<file path="config.mk">
export PLATFORM = sky130hd
export DESIGN_NAME = gradient_test_pattern_pixel_flat
export DESIGN_NICKNAME = d
export VERILOG_FILES = /design/src/design/gtp_pkg.sv /design/src/design/gtp_req_if.sv /design/src/design/gtp_pix_if.sv /design/src/design/gtp_cfg_if.sv /design/src/design/gtp_cfg_regs.sv /design/src/design/gtp_index.sv /design/src/design/gtp_color.sv /design/src/design/gradient_test_pattern_pixel.sv /design/src/flat_wrapper.sv
export VERILOG_INCLUDE_DIRS = /design/src /design/src/design
export SDC_FILE = /design/constraint.sdc
export NUM_CORES = 2
export LEC_CHECK = 0
export BUFFER_PORTS_ARGS = -buffer_cell sky130_fd_sc_hd__buf_4
export CORE_AREA = 2 2 256 258
export DETAILED_ROUTE_END_ITERATION = 8
export DIE_AREA = 0 0 258 260
export HOLD_SLACK_MARGIN = 0.03
export PLACE_DENSITY_LB_ADDON = 0.25
export RECOVER_POWER = 25
export REMOVE_ABC_BUFFERS = 1
export SLEW_MARGIN = 5
export SYNTH_ARGS = -nofsm -noshare
export SYNTH_HDL_FRONTEND = slang
export SYNTH_HIERARCHICAL = 1
export SYNTH_SLANG_ARGS = --single-unit
</file>
<file path="constraint.sdc">
create_clock -name clk -period 11.02 [get_ports clk]
set_input_delay 1.102 -clock clk [delete_from_list [all_inputs] [get_ports clk]]
set_output_delay 1.102 -clock clk [all_outputs]
set_load 0.02 [all_outputs]
</file>
<file path="src/design/assert_macros.svh">
// Assertion helpers. The enclosing module must provide clk and rst_n.
`ifndef ASSERT_MACROS_SVH
`define ASSERT_MACROS_SVH

// Checks a property on every rising clock edge outside reset.
`define GTP_ASSERT(label, prop, msg) \
    label: assert property (@(posedge clk) disable iff (!rst_n) prop) else $error(msg);

// Checks that a condition never holds outside reset.
`define GTP_ASSERT_NEVER(label, expr, msg) \
    `GTP_ASSERT(label, !(expr), msg)

`endif

</file>
<file path="src/design/gtp_pkg.sv">
`default_nettype none

package gtp_pkg;

    localparam int FRAME_WIDTH_DEFAULT  = 240;
    localparam int FRAME_HEIGHT_DEFAULT = 320;

    localparam int FRAME_CNT_W = 8;
    localparam int ROW_W       = 9;
    localparam int COL_W       = 8;
    localparam int CFG_W       = 8;
    localparam int IDX_W       = 8;
    localparam int PIXEL_W     = 16;
    localparam int CFG_INDEX_W = 2;

    localparam logic [CFG_INDEX_W-1:0] REG_PHASE_STEP = 2'd0;
    localparam logic [CFG_INDEX_W-1:0] REG_X_SPAN     = 2'd1;
    localparam logic [CFG_INDEX_W-1:0] REG_Y_SPAN     = 2'd2;

    localparam logic [CFG_W-1:0] PHASE_STEP_RESET = 8'd3;
    localparam logic [CFG_W-1:0] X_SPAN_RESET     = 8'd156;
    localparam logic [CFG_W-1:0] Y_SPAN_RESET     = 8'd100;

    typedef struct packed {
        logic [CFG_W-1:0] phase_step;
        logic [CFG_W-1:0] x_span;
        logic [CFG_W-1:0] y_span;
    } cfg_t;

    localparam int STOP_COUNT = 5;
    localparam int SEG_COUNT  = STOP_COUNT - 1;
    localparam int SEG_W      = 2;
    localparam int CHAN_COUNT = 3;

    typedef logic [SEG_W-1:0] seg_t;

    localparam int STOP_POS [STOP_COUNT] = '{0, 58, 118, 185, 255};

    // Color stops in red, green, blue order.
    localparam int STOP_RGB [STOP_COUNT][CHAN_COUNT] = '{
        '{20, 34, 105},
        '{0, 205, 255},
        '{70, 255, 150},
        '{255, 190, 65},
        '{245, 65, 190}
    };

    localparam int SEG_SPAN [SEG_COUNT] = '{
        STOP_POS[1] - STOP_POS[0],
        STOP_POS[2] - STOP_POS[1],
        STOP_POS[3] - STOP_POS[2],
        STOP_POS[4] - STOP_POS[3]
    };

    // The blend position is (offset*255)/span, done as a multiply by a rounded-up
    // reciprocal. The numerator stays below 2^15 and the span below 2^7, so a
    // shift of 22 makes the quotient exact.
    localparam int T_NUM_W   = 15;
    localparam int T_SHIFT   = 22;
    localparam int T_RECIP_W = 17;
    localparam int T_PROD_W  = T_NUM_W + T_RECIP_W;

    localparam int T_RECIP [SEG_COUNT] = '{
        ((1 << T_SHIFT) + SEG_SPAN[0] - 1) / SEG_SPAN[0],
        ((1 << T_SHIFT) + SEG_SPAN[1] - 1) / SEG_SPAN[1],
        ((1 << T_SHIFT) + SEG_SPAN[2] - 1) / SEG_SPAN[2],
        ((1 << T_SHIFT) + SEG_SPAN[3] - 1) / SEG_SPAN[3]
    };

    typedef struct packed {
        logic               valid;
        logic [IDX_W-1:0]   palette_index;
        seg_t               seg;
        logic [T_NUM_W-1:0] num;
    } idx_beat_t;

    // The first segment whose upper stop is not below the index.
    function automatic seg_t seg_of(input logic [IDX_W-1:0] idx);
        seg_t s;
        s = seg_t'(SEG_COUNT - 1);
        for (int k = SEG_COUNT - 1; k >= 0; k--)
        begin
            if (idx <= IDX_W'(STOP_POS[k + 1]))
            begin
                s = seg_t'(k);
            end
        end
        return s;
    endfunction

endpackage

`default_nettype wire

</file>
<file path="src/design/gtp_req_if.sv">
`default_nettype none

interface gtp_req_if;
    logic                            valid;
    logic                            ready;
    logic [gtp_pkg::FRAME_CNT_W-1:0] frame_count;
    logic [gtp_pkg::ROW_W-1:0]       row;
    logic [gtp_pkg::COL_W-1:0]       column;

    modport source (output valid, output frame_count, output row, output column,
                    input ready);
    modport sink   (input valid, input frame_count, input row, input column,
                    output ready);
endinterface

`default_nettype wire

</file>
<file path="src/design/gtp_pix_if.sv">
`default_nettype none

interface gtp_pix_if;
    logic                        valid;
    logic                        ready;
    logic [gtp_pkg::PIXEL_W-1:0] pixel_word;
    logic [gtp_pkg::IDX_W-1:0]   palette_index;

    modport source (output valid, output pixel_word, output palette_index, input ready);
    modport sink   (input valid, input pixel_word, input palette_index, output ready);
endinterface

`default_nettype wire

</file>
<file path="src/design/gtp_cfg_if.sv">
`default_nettype none

interface gtp_cfg_if;
    logic                            valid;
    logic                            ready;
    logic [gtp_pkg::CFG_INDEX_W-1:0] index;
    logic [gtp_pkg::CFG_W-1:0]       data;

    modport source (output valid, output index, output data, input ready);
    modport sink   (input valid, input index, input data, output ready);
endinterface

`default_nettype wire

</file>
<file path="src/design/gtp_cfg_regs.sv">
`default_nettype none
`include "assert_macros.svh"

module gtp_cfg_regs (
    input  wire logic     clk,
    input  wire logic     rst_n,
    gtp_cfg_if.sink       cfg,
    output gtp_pkg::cfg_t cfg_vals
);

    gtp_pkg::cfg_t cfg_reg;
    gtp_pkg::cfg_t cfg_next;

    assign cfg.ready = 1'b1;
    assign cfg_vals  = cfg_reg;

    always_comb
    begin
        cfg_next = cfg_reg;
        if (cfg.valid)
        begin
            case (cfg.index)
                gtp_pkg::REG_PHASE_STEP: cfg_next.phase_step = cfg.data;
                gtp_pkg::REG_X_SPAN:     cfg_next.x_span     = cfg.data;
                gtp_pkg::REG_Y_SPAN:     cfg_next.y_span     = cfg.data;
                default:                 cfg_next            = cfg_reg;
            endcase
        end
    end

    always_ff @(posedge clk or negedge rst_n)
    begin
        if (!rst_n)
        begin
            cfg_reg.phase_step <= gtp_pkg::PHASE_STEP_RESET;
            cfg_reg.x_span     <= gtp_pkg::X_SPAN_RESET;
            cfg_reg.y_span     <= gtp_pkg::Y_SPAN_RESET;
        end
        else
        begin
            cfg_reg <= cfg_next;
        end
    end

    `GTP_ASSERT(cfg_unknown_index_ignored, cfg.valid && cfg.ready && cfg.index != gtp_pkg::REG_PHASE_STEP && cfg.index != gtp_pkg::REG_X_SPAN && cfg.index != gtp_pkg::REG_Y_SPAN |=> $stable(cfg_reg), "write to an unknown register changed the settings")

endmodule

`default_nettype wire

</file>
<file path="src/design/gtp_index.sv">
`default_nettype none
`include "assert_macros.svh"

module gtp_index #(
    parameter int FRAME_WIDTH  = gtp_pkg::FRAME_WIDTH_DEFAULT,
    parameter int FRAME_HEIGHT = gtp_pkg::FRAME_HEIGHT_DEFAULT
) (
    input  wire logic                            clk,
    input  wire logic                            rst_n,
    input  wire logic                            advance,
    input  wire logic                            in_valid,
    input  wire logic [gtp_pkg::FRAME_CNT_W-1:0] frame_count,
    input  wire logic [gtp_pkg::ROW_W-1:0]       row,
    input  wire logic [gtp_pkg::COL_W-1:0]       column,
    input  wire gtp_pkg::cfg_t                   cfg_vals,
    output gtp_pkg::idx_beat_t                   beat
);

    localparam int IDX_W = gtp_pkg::IDX_W;

    localparam int Y_NUM_W   = gtp_pkg::ROW_W + gtp_pkg::CFG_W;
    localparam int Y_DIV     = (FRAME_HEIGHT > 1) ? FRAME_HEIGHT - 1 : 1;
    localparam int Y_SHIFT   = Y_NUM_W + $clog2(Y_DIV);
    localparam int Y_RECIP_W = Y_NUM_W + 2;
    localparam int Y_PROD_W  = Y_SHIFT + IDX_W;
    localparam logic [Y_RECIP_W-1:0] Y_RECIP =
        Y_RECIP_W'(((longint'(1) << Y_SHIFT) + Y_DIV - 1) / Y_DIV);

    localparam int X_NUM_W   = gtp_pkg::COL_W + gtp_pkg::CFG_W;
    localparam int X_DIV     = (FRAME_WIDTH > 1) ? FRAME_WIDTH - 1 : 1;
    localparam int X_SHIFT   = X_NUM_W + $clog2(X_DIV);
    localparam int X_RECIP_W = X_NUM_W + 2;
    localparam int X_PROD_W  = X_SHIFT + IDX_W;
    localparam logic [X_RECIP_W-1:0] X_RECIP =
        X_RECIP_W'(((longint'(1) << X_SHIFT) + X_DIV - 1) / X_DIV);

    localparam int PHASE_PROD_W = gtp_pkg::FRAME_CNT_W + gtp_pkg::CFG_W;
    localparam int NUM_FULL_W   = 2 * IDX_W;

    logic [PHASE_PROD_W-1:0] phase_prod;
    logic [Y_NUM_W-1:0]      y_num;
    logic [X_NUM_W-1:0]      x_num;

    logic                s1_valid_reg;
    logic [IDX_W-1:0]    s1_phase_reg;
    logic [Y_NUM_W-1:0]  s1_ynum_reg;
    logic [X_NUM_W-1:0]  s1_xnum_reg;

    logic                s2_valid_reg;
    logic [IDX_W-1:0]    s2_phase_reg;
    logic [Y_PROD_W-1:0] s2_yprod_reg;
    logic [X_PROD_W-1:0] s2_xprod_reg;

    logic [IDX_W-1:0]            idx_next;
    gtp_pkg::seg_t               seg_next;
    logic [IDX_W-1:0]            diff;
    logic [NUM_FULL_W-1:0]       num_full;

    logic                        s3_valid_reg;
    logic [IDX_W-1:0]            s3_idx_reg;
    gtp_pkg::seg_t               s3_seg_reg;
    logic [gtp_pkg::T_NUM_W-1:0] s3_num_reg;

    assign phase_prod = PHASE_PROD_W'(frame_count) * PHASE_PROD_W'(cfg_vals.phase_step);
    assign y_num      = Y_NUM_W'(row) * Y_NUM_W'(cfg_vals.y_span);
    assign x_num      = X_NUM_W'(column) * X_NUM_W'(cfg_vals.x_span);

    // The index wraps modulo 256, so only the low byte of each term matters.
    assign idx_next = s2_phase_reg + s2_yprod_reg[Y_SHIFT +: IDX_W]
                    + s2_xprod_reg[X_SHIFT +: IDX_W];
    assign seg_next = gtp_pkg::seg_of(idx_next);
    assign diff     = idx_next - IDX_W'(gtp_pkg::STOP_POS[seg_next]);
    assign num_full = (NUM_FULL_W'(diff) << IDX_W) - NUM_FULL_W'(diff);

    always_ff @(posedge clk or negedge rst_n)
    begin
        if (!rst_n)
        begin
            s1_valid_reg <= 1'b0;
            s2_valid_reg <= 1'b0;
            s3_valid_reg <= 1'b0;
        end
        else if (advance)
        begin
            s1_valid_reg <= in_valid;
            s2_valid_reg <= s1_valid_reg;
            s3_valid_reg <= s2_valid_reg;
        end
    end

    always_ff @(posedge clk)
    begin
        if (advance)
        begin
            s1_phase_reg <= phase_prod[IDX_W-1:0];
            s1_ynum_reg  <= y_num;
            s1_xnum_reg  <= x_num;

            s2_phase_reg <= s1_phase_reg;
            s2_yprod_reg <= Y_PROD_W'(s1_ynum_reg) * Y_PROD_W'(Y_RECIP);
            s2_xprod_reg <= X_PROD_W'(s1_xnum_reg) * X_PROD_W'(X_RECIP);

            s3_idx_reg   <= idx_next;
            s3_seg_reg   <= seg_next;
            s3_num_reg   <= num_full[gtp_pkg::T_NUM_W-1:0];
        end
    end

    assign beat.valid         = s3_valid_reg;
    assign beat.palette_index = s3_idx_reg;
    assign beat.seg           = s3_seg_reg;
    assign beat.num           = s3_num_reg;

    `GTP_ASSERT(idx_beat_moves_on, advance && s1_valid_reg |=> s2_valid_reg, "a beat was lost between the product stages")

endmodule

`default_nettype wire

</file>
<file path="src/design/gtp_color.sv">
`default_nettype none
`include "assert_macros.svh"

module gtp_color (
    input  wire logic                        clk,
    input  wire logic                        rst_n,
    input  wire logic                        advance,
    input  wire gtp_pkg::idx_beat_t          beat,
    output logic                             out_valid,
    output logic [gtp_pkg::PIXEL_W-1:0]      pixel_word,
    output logic [gtp_pkg::IDX_W-1:0]        palette_index
);

    localparam int IDX_W    = gtp_pkg::IDX_W;
    localparam int CHAN     = gtp_pkg::CHAN_COUNT;
    localparam int MIX_W    = 2 * IDX_W;
    localparam int MIX_S_W  = MIX_W + 2;
    localparam int DELTA_W  = IDX_W + 1;
    localparam int QSUM_W   = MIX_W + 1;
    localparam int T_PROD_W = gtp_pkg::T_PROD_W;

    logic                s4_valid_reg;
    logic [IDX_W-1:0]    s4_idx_reg;
    gtp_pkg::seg_t       s4_seg_reg;
    logic [T_PROD_W-1:0] s4_prod_reg;

    logic [IDX_W-1:0]           t_val;
    logic [IDX_W-1:0]           lo_c    [CHAN];
    logic [IDX_W-1:0]           hi_c    [CHAN];
    logic signed [DELTA_W-1:0]  delta_c [CHAN];
    logic [MIX_W-1:0]           base_c  [CHAN];
    logic signed [MIX_S_W-1:0]  mix_s_c [CHAN];

    logic             s5_valid_reg;
    logic [IDX_W-1:0] s5_idx_reg;
    logic [MIX_W-1:0] s5_mix_reg [CHAN];

    logic [QSUM_W-1:0] qsum_c [CHAN];
    logic [IDX_W-1:0]  chan_c [CHAN];
    logic [gtp_pkg::PIXEL_W-1:0] rgb565;

    logic                        out_valid_reg;
    logic [gtp_pkg::PIXEL_W-1:0] pixel_word_reg;
    logic [IDX_W-1:0]            palette_index_reg;

    assign t_val = s4_prod_reg[gtp_pkg::T_SHIFT +: IDX_W];

    // Each channel is a*(255-t) + b*t, written as a*255 + (b-a)*t.
    always_comb
    begin
        for (int c = 0; c < CHAN; c++)
        begin
            lo_c[c]    = IDX_W'(gtp_pkg::STOP_RGB[s4_seg_reg][c]);
            hi_c[c]    = IDX_W'(gtp_pkg::STOP_RGB[int'(s4_seg_reg) + 1][c]);
            delta_c[c] = signed'(DELTA_W'(hi_c[c])) - signed'(DELTA_W'(lo_c[c]));
            base_c[c]  = (MIX_W'(lo_c[c]) << IDX_W) - MIX_W'(lo_c[c]);
            mix_s_c[c] = signed'(MIX_S_W'(base_c[c]))
                       + delta_c[c] * signed'({1'b0, t_val});
        end
    end

    // Exact division by 255 for any value up to 255*255.
    always_comb
    begin
        for (int c = 0; c < CHAN; c++)
        begin
            qsum_c[c] = QSUM_W'(s5_mix_reg[c]) + QSUM_W'(s5_mix_reg[c] >> IDX_W)
                      + QSUM_W'(1);
            chan_c[c] = qsum_c[c][IDX_W +: IDX_W];
        end
    end

    assign rgb565 = {chan_c[0][7:3], chan_c[1][7:2], chan_c[2][7:3]};

    always_ff @(posedge clk or negedge rst_n)
    begin
        if (!rst_n)
        begin
            s4_valid_reg  <= 1'b0;
            s5_valid_reg  <= 1'b0;
            out_valid_reg <= 1'b0;
        end
        else if (advance)
        begin
            s4_valid_reg  <= beat.valid;
            s5_valid_reg  <= s4_valid_reg;
            out_valid_reg <= s5_valid_reg;
        end
    end

    always_ff @(posedge clk)
    begin
        if (advance)
        begin
            s4_idx_reg  <= beat.palette_index;
            s4_seg_reg  <= beat.seg;
            s4_prod_reg <= T_PROD_W'(beat.num) * T_PROD_W'(gtp_pkg::T_RECIP[beat.seg]);

            s5_idx_reg  <= s4_idx_reg;
            for (int c = 0; c < CHAN; c++)
            begin
                s5_mix_reg[c] <= mix_s_c[c][MIX_W-1:0];
            end

            palette_index_reg <= s5_idx_reg;
            pixel_word_reg    <= {rgb565[IDX_W-1:0], rgb565[MIX_W-1:IDX_W]};
        end
    end

    assign out_valid     = out_valid_reg;
    assign pixel_word    = pixel_word_reg;
    assign palette_index = palette_index_reg;

    `GTP_ASSERT_NEVER(color_blend_in_range, s4_valid_reg && (s4_prod_reg >> (gtp_pkg::T_SHIFT + IDX_W)) != '0, "blend position exceeds 255")

endmodule

`default_nettype wire

</file>
<file path="src/design/gradient_test_pattern_pixel.sv">
// Channel  Role    Payload
// req      sink    frame_count[7:0], row[8:0], column[7:0]
// pix      source  pixel_word[15:0], palette_index[7:0]
// cfg      sink    index[1:0], data[7:0]
//
// One beat per clock sustained while pix does not stall; a req beat passes through every stage to pix.
// The six register stages share one enable, high when the output register is
// empty or its beat is being taken, so req.ready follows pix.ready.
// A stall on pix freezes every stage; no beat is dropped or repeated.
// Reset clears the valid bits and loads the register defaults; cfg is always ready.
`default_nettype none

module gradient_test_pattern_pixel #(
    parameter int FRAME_WIDTH  = gtp_pkg::FRAME_WIDTH_DEFAULT,
    parameter int FRAME_HEIGHT = gtp_pkg::FRAME_HEIGHT_DEFAULT
) (
    input  wire logic clk,
    input  wire logic rst_n,
    gtp_req_if.sink   req,
    gtp_pix_if.source pix,
    gtp_cfg_if.sink   cfg
);

    gtp_pkg::cfg_t      cfg_vals;
    gtp_pkg::idx_beat_t idx_beat;
    logic               advance;
    logic               pix_valid;

    assign advance   = !pix_valid || pix.ready;
    assign req.ready = advance;
    assign pix.valid = pix_valid;

    gtp_cfg_regs u_cfg_regs (
        .clk      (clk),
        .rst_n    (rst_n),
        .cfg      (cfg),
        .cfg_vals (cfg_vals)
    );

    gtp_index #(
        .FRAME_WIDTH  (FRAME_WIDTH),
        .FRAME_HEIGHT (FRAME_HEIGHT)
    ) u_index (
        .clk         (clk),
        .rst_n       (rst_n),
        .advance     (advance),
        .in_valid    (req.valid),
        .frame_count (req.frame_count),
        .row         (req.row),
        .column      (req.column),
        .cfg_vals    (cfg_vals),
        .beat        (idx_beat)
    );

    gtp_color u_color (
        .clk           (clk),
        .rst_n         (rst_n),
        .advance       (advance),
        .beat          (idx_beat),
        .out_valid     (pix_valid),
        .pixel_word    (pix.pixel_word),
        .palette_index (pix.palette_index)
    );

endmodule

`default_nettype wire

</file>
<file path="src/flat_wrapper.sv">
// flat-port wrapper written by rule: the top's interface ports become plain ports
module gradient_test_pattern_pixel_flat 
#(
    parameter int FRAME_WIDTH  = gtp_pkg::FRAME_WIDTH_DEFAULT,
    parameter int FRAME_HEIGHT = gtp_pkg::FRAME_HEIGHT_DEFAULT
)
  (clk, rst_n, req_valid, req_frame_count, req_row, req_column, req_ready, pix_valid, pix_pixel_word, pix_palette_index, pix_ready, cfg_valid, cfg_index, cfg_data, cfg_ready);
  gtp_req_if req_i ();
  gtp_pix_if pix_i ();
  gtp_cfg_if cfg_i ();
  input  wire logic clk;
  input  wire logic rst_n;
  input wire logic [$bits(req_i.valid)-1:0] req_valid;
  input wire logic [$bits(req_i.frame_count)-1:0] req_frame_count;
  input wire logic [$bits(req_i.row)-1:0] req_row;
  input wire logic [$bits(req_i.column)-1:0] req_column;
  output wire logic [$bits(req_i.ready)-1:0] req_ready;
  output wire logic [$bits(pix_i.valid)-1:0] pix_valid;
  output wire logic [$bits(pix_i.pixel_word)-1:0] pix_pixel_word;
  output wire logic [$bits(pix_i.palette_index)-1:0] pix_palette_index;
  input wire logic [$bits(pix_i.ready)-1:0] pix_ready;
  input wire logic [$bits(cfg_i.valid)-1:0] cfg_valid;
  input wire logic [$bits(cfg_i.index)-1:0] cfg_index;
  input wire logic [$bits(cfg_i.data)-1:0] cfg_data;
  output wire logic [$bits(cfg_i.ready)-1:0] cfg_ready;
  assign req_i.valid = req_valid;
  assign req_i.frame_count = req_frame_count;
  assign req_i.row = req_row;
  assign req_i.column = req_column;
  assign req_ready = req_i.ready;
  assign pix_valid = pix_i.valid;
  assign pix_pixel_word = pix_i.pixel_word;
  assign pix_palette_index = pix_i.palette_index;
  assign pix_i.ready = pix_ready;
  assign cfg_i.valid = cfg_valid;
  assign cfg_i.index = cfg_index;
  assign cfg_i.data = cfg_data;
  assign cfg_ready = cfg_i.ready;
  gradient_test_pattern_pixel #(.FRAME_WIDTH(FRAME_WIDTH), .FRAME_HEIGHT(FRAME_HEIGHT)) u_core (.clk(clk), .rst_n(rst_n), .req(req_i), .pix(pix_i), .cfg(cfg_i));
endmodule
</file>
Word level (Yosys, flattened, before mapping)
Memories as Yosys holds them, arrays and structs flattened.
Cells that the tools add are included.
{"block": "word_totals", "reg_bits": 241, "ram_bits": 48, "romBits": 1792, "inputBits": 40, "output_inout_bits": 27, "word_cells": 90, "memories": 4}
{"block": "op_classes", "addsub": 20, "multipliers": 9, "order_cmp": 7, "n_eq_ne": 2, "mux": 14, "n_bitwise": 4, "n_reduce_logical": 6}
{"name": "(no name shown)", "words": 8, "word_bits": 96, "read_ports": 1, "rd_ports_with_merged_regs": 0, "wr": 0, "line": "gtp_color.sv:54", "source": "hi_c[c] = IDX_W'(gtp_pkg::STOP_RGB[int'(s4_seg_reg) + 1][c]);"}
{"name": "(no name shown)", "words": 8, "word_bits": 96, "read_ports": 1, "rd_ports_with_merged_regs": 0, "wr": 0, "line": "gtp_color.sv:53", "source": "lo_c[c] = IDX_W'(gtp_pkg::STOP_RGB[s4_seg_reg][c]);"}
{"name": "(no name shown)", "words": 8, "word_bits": 32, "read_ports": 1, "rd_ports_with_merged_regs": 0, "wr": 0, "line": "gtp_index.sv:72", "source": "assign diff = idx_next - IDX_W'(gtp_pkg::STOP_POS[seg_next]);"}
{"name": "u_core.u_color.s5_mix_reg", "words": 3, "word_bits": 16, "read_ports": 3, "rd_ports_with_merged_regs": 0, "wr": 3, "line": "gtp_color.sv:36", "source": "logic [MIX_W-1:0] s5_mix_reg [CHAN];"}
{"cell": "72-bit two-way mux", "n": 4}
{"cell": "32-bit binary-select mux with 2-bit select", "n": 1}
{"cell": "32-bit two-way mux", "n": 2}
{"cell": "16-bit by 1-bit adder with 16-bit output, second input constant", "n": 3}
{"cell": "16-bit adder", "n": 3}
{"cell": "16-bit by 8-bit adder with 16-bit output", "n": 3}
{"cell": "9-bit by 9-bit multiplier with 16-bit output", "n": 3}
{"cell": "16-bit by 8-bit subtractor with 16-bit output", "n": 3}
{"cell": "17-bit by 18-bit multiplier with 34-bit output, second input constant", "n": 1}
{"cell": "32-bit by 4-bit greater-or-equal comparator with 1-bit output, second input constant", "n": 1}
{"cell": "15-bit by 32-bit multiplier with 30-bit output", "n": 1}
{"cell": "3-bit inverter with 32-bit output", "n": 1}
{"cell": "16-bit by 16-bit multiplier with 31-bit output, second input constant", "n": 1}
{"cell": "8-bit by 8-bit subtractor with 9-bit output", "n": 3}
{"cell": "9-bit by 8-bit multiplier with 17-bit output", "n": 1}
{"cell": "8-bit adder", "n": 2}
{"cell": "8-bit by 8-bit multiplier with 16-bit output", "n": 1}
{"cell": "8-bit two-way mux", "n": 2}
{"cell": "15-bit by 8-bit subtractor with 15-bit output", "n": 1}
{"cell": "2-bit inverter with 3-bit output", "n": 3}
{"cell": "3-bit by 4-bit greater-or-equal comparator with 1-bit output, second input constant", "n": 2}
{"cell": "8-bit by 6-bit <= comparator with 1-bit output, second input constant", "n": 1}
{"cell": "8-bit by 7-bit <= comparator with 1-bit output, second input constant", "n": 1}
{"cell": "8-bit <= comparator, second input constant", "n": 1}
{"cell": "other kinds (12)", "n": 17}

Depth between registers and ports, before layout
{"block": "depth", "ltp_word": 12, "depth_mapped": 25, "ltp_nobuf": 25}

Modules after synthesis
The synthesis kept the hierarchy.
{"mod": "gtp_color", "n_inst": 1, "cells_each": 1950, "area_each_um2": 20168.1, "seq_area_each_um2": 3017.9}
{"mod": "gtp_index", "n_inst": 1, "cells_each": 1658, "area_each_um2": 17267.8, "seq_area_each_um2": 2777.7}
{"mod": "gtp_cfg_regs", "n_inst": 1, "cells_each": 53, "area_each_um2": 934.6, "seq_area_each_um2": 611.8}
{"mod": "gradient_test_pattern_pixel", "n_inst": 1, "cells_each": 1, "area_each_um2": 6.3, "seq_area_each_um2": 0.0}

Least setup slack after synthesis
OpenSTA, ideal clock, no wires.
{"block": "synth_path", "kind": "input to output", "start": "input pix_ready", "end": "output req_ready", "arrival_time_ps": 5895, "required_ps": 9918, "setup_slack_ps": 4023, "cell_stages": 1, "path_buffers": 0, "cell_sequence": "nand2b_1"}
{"block": "synth_via", "elab_chain_len": 1}
{"element": "start: declaration", "line": "flat_wrapper.sv:21", "source": "input wire logic [$bits(pix_i.ready)-1:0] pix_ready;"}
{"element": "1-bit logical OR", "line": "gradient_test_pattern_pixel.sv:29", "source": "assign advance = !pix_valid || pix.ready;"}
{"element": "end: declaration", "line": "flat_wrapper.sv:17", "source": "output wire logic [$bits(req_i.ready)-1:0] req_ready;"}
No other way between the ends.

Worst setup path in the final report
{"block": "layout_path", "start": "register u_core.u_index.s3_seg_reg[1]", "end": "register u_core.u_color.s4_prod_reg[28], data pin"}
{"block": "layout_via", "elab_chain_len": 5}
{"element": "start: declaration", "line": "gtp_index.sv:61", "source": "gtp_pkg::seg_t s3_seg_reg;"}
{"element": "start signal: assignment", "line": "gtp_index.sv:104", "source": "s3_seg_reg <= seg_next;"}
{"element": "2-bit inverter with 3-bit output (not written as such)", "line": "gtp_color.sv:97", "source": "s4_prod_reg <= T_PROD_W'(beat.num) * T_PROD_W'(gtp_pkg::T_RECIP[beat.seg]);"}
{"element": "32-bit binary-select mux with 2-bit select", "line": "gtp_color.sv:97"}
{"element": "32-bit two-way mux (not written as such) (2 in series)", "line": "gtp_color.sv:97"}
{"element": "15-bit by 32-bit multiplier with 30-bit output", "line": "gtp_color.sv:97"}
{"element": "end signal: assignment", "line": "gtp_color.sv:97"}
{"element": "end: declaration", "line": "gtp_color.sv:25", "source": "logic [T_PROD_W-1:0] s4_prod_reg;"}
No other way between the ends. The select of a mux whose other input is x is not followed.
A chain may end at the register's enable or synchronous reset.

==> results.cfg <==
[clock_tree]
clk_latency_ns = 0.60
cts_sinks = 218
cts_tree = done
clockBufferDepth = 3
cts-root-buf = clkbuf_16
holdBufCountCts = 0
clk_pin_slew_ns = 0.07
cts_resized = 0
cts_setup_buffers = 0
cts_max_level = 1
numCtsBuffers = 27

[cells_and_area]
final_nets = 5030
n_antenna_cell = 0
largest_reg_flops = 48
drive_gt1_share_pct = 4.84
layout_common_cells = 934 x inv_1, 668 x fa_1, 601 x ha_1
syn2layout_area_growth_pct = 6.09
layout_commonest_cell = inv_1

[synthesis]
synth_edf_count = 188
synth_flop_cell = edfxtp_1
yosysWarnings = 6
ys_seq_area_share_pct = 16.7
ys_async_sr_fraction_pct = 13.8
synth_cells = 3662
synth_area_um2 = 38400
ys_ff_latch = 218
avgSynthCellArea_um2 = 10.5
synthDistinctLibCells = 78

[floorplan]
die_h_um = 260
die_width_um = 258
pin_count = 67
initial_core_util_pct = 59.9
num_rows = 93
fp.coreArea_um2 = 64100
dieArea_um2 = 67100

[setup_path]
worstPathArrival_ns = 8.55
critPathLaunchType = register
cp_max_fo = 30
crit_type = reg -> reg
worstPathRequired_ns = 11.36
end_kind = register

[sta]
rsz0062_at_grt = no
setup_viol = 0
slew_headroom_pct = -11.2
fin_skew_ns = 0.0198
period_share_pct = 74.5
fin_crit_ns = 8.21
whs_ns = 0.415
drv_slew = 40
final-hold-violation-count = 0
worst_pin_slew_ns = 1.67
setup_tns_ns = 0
max_freq_mhz = 122

[place]
io_buffers = 65
hpwl_mm = 65.1
place_congestion = 0.909

[routing]
drc = 0
wl_mm = 77.5
viasPerCell = 5.27
vias = 24200
drtIter0Drc = 1127
ant_nets = 0
firstDrtPassIters = 5
wl_per_cell_um = 16.9

[hold_path]
hold_path_class = reg -> reg

[global_routing]
grt_pass1_vias = 26100
overflow = 0
gr-usage-all-layers_pct = 24.1
grt_start_max_net_pins = 66
grt_pass1_wl_mm = 130
antenna_found_initial = 1

[flow_run]
cap_violations = 2

[status]
outcome = complete, but fails checks
violations = max-capacitance violations, max-slew violations
## synth_stat cells, types with 30 or more instances
library cell / instances / share of area [%]
edfxtp_1: 188 / 15
xnor2_1: 138 / 3.1
clkbuf_1: 39 / 0.38
a21o_1: 34 / 0.67
nor2_1: 80 / 0.78
nand2b_1: 35 / 0.57
nor2b_1: 71 / 1.2
o21ai_0: 38 / 0.50
ha_1: 601 / 20
xor2_1: 34 / 0.78
inv_1: 934 / 9.1
nand2_1: 249 / 2.4
mux2_2: 30 / 0.88
fa_1: 668 / 35
and2_1: 164 / 2.7
a21oi_1: 85 / 1.1
## final timing paths
| check | from | endpoint | slack (ns) | cells past startpoint |
|---|---|---|---|---|
| max reg2reg | u_core/u_index/s3_seg_reg[1]$_DFFE_PP_ | u_core/u_color/s4_prod_reg[28]$_DFFE_PP_ | 2.81 | 20 |
| min in group asynchronous | rst_n | u_core/u_index/s1_valid_reg$_DFFE_PN0P_ | 0.93 | 1 |
| max | u_core/u_index/s3_seg_reg[1]$_DFFE_PP_ | u_core/u_color/s4_prod_reg[28]$_DFFE_PP_ | 2.81 | 20 |
| min | u_core/u_index/s1_phase_reg[3]$_DFFE_PP_ | u_core/u_index/s2_phase_reg[3]$_DFFE_PP_ | 0.41 | 0 |
| min reg2reg | u_core/u_index/s1_phase_reg[3]$_DFFE_PP_ | u_core/u_index/s2_phase_reg[3]$_DFFE_PP_ | 0.41 | 0 |
| max in group asynchronous | rst_n | u_core/u_cfg_regs/cfg_vals[18]$_DFFE_PN0P_ | 9.12 | 1 |
## per-layer routing
layer | GRT usage [%] | part of all wire (%) | vias to the layer above
li1 | - | - | 11500
met4 | 7.00 | 3.2 | 2
met5 | 0 | 0.017 | -
met1 | 32.1 | 44 | 12100
met3 | 3.61 | 4.9 | 134
met2 | 41.2 | 48 | 510
## area by class of cell
cell class | count | area [um^2]
Multi-Input combinational cell | 2464 | 28300
Fill cell | 5241 | 23400
Sequential cell | 218 | 6410
Inverter | 937 | 3520
Tap cell | 855 | 1070
Clock buffer | 28 | 679
Timing Repair Buffer | 73 | 533
Clock inverter | 21 | 253
## kinds of logic (layout without fill, tap and decap cells)
logic type	count (synthesis)	in the layout	share of synthesized area (%)
other	3	5	0.0293
adder cells (fa/ha/maj)	1269	1269	54.4
XOR/XNOR	174	174	4.01
AND/OR/NAND/NOR	708	708	9.39
flip-flops	218	218	16.7
AO/OA/AOI/OAI	276	276	4.84
buffers and inverters	982	1059	9.65
multiplexers	32	32	0.942
## metrics by stage
stage	setup WS, ns	instance area [um^2]	utilization (%)	std cells
final	2.81	40700	63.5	4596
after global routing	2.38	40700	63.5	4596
after CTS	2.89	40800	63.6	4596
after detailed placement	2.93	39800	62.1	4547
after global placement	3.18	39800	62.1	4547
after floorplan	4.02	38200	-	3619
## worst max-delay path: stages (launching register included)
cell,delay (ns)
edfxtp_1,0.99
clkinv_1,0.59
ha_1,0.78
nand2b_1,0.27
inv_1,0.12
fa_1,0.53
fa_1,0.44
fa_1,0.54
fa_1,0.53
fa_1,0.59
inv_1,0.07
fa_1,0.53
inv_1,0.04
ha_1,0.31
nand3_1,0.10
a21oi_1,0.08
a2111oi_2,0.34
o21ai_1,0.18
a2111oi_4,0.61
o21bai_1,0.14
xor2_1,0.16
Power is left out: the tool's default activity adds up to more than one toggle a clock period on the data nets, which glitch-free logic cannot reach.
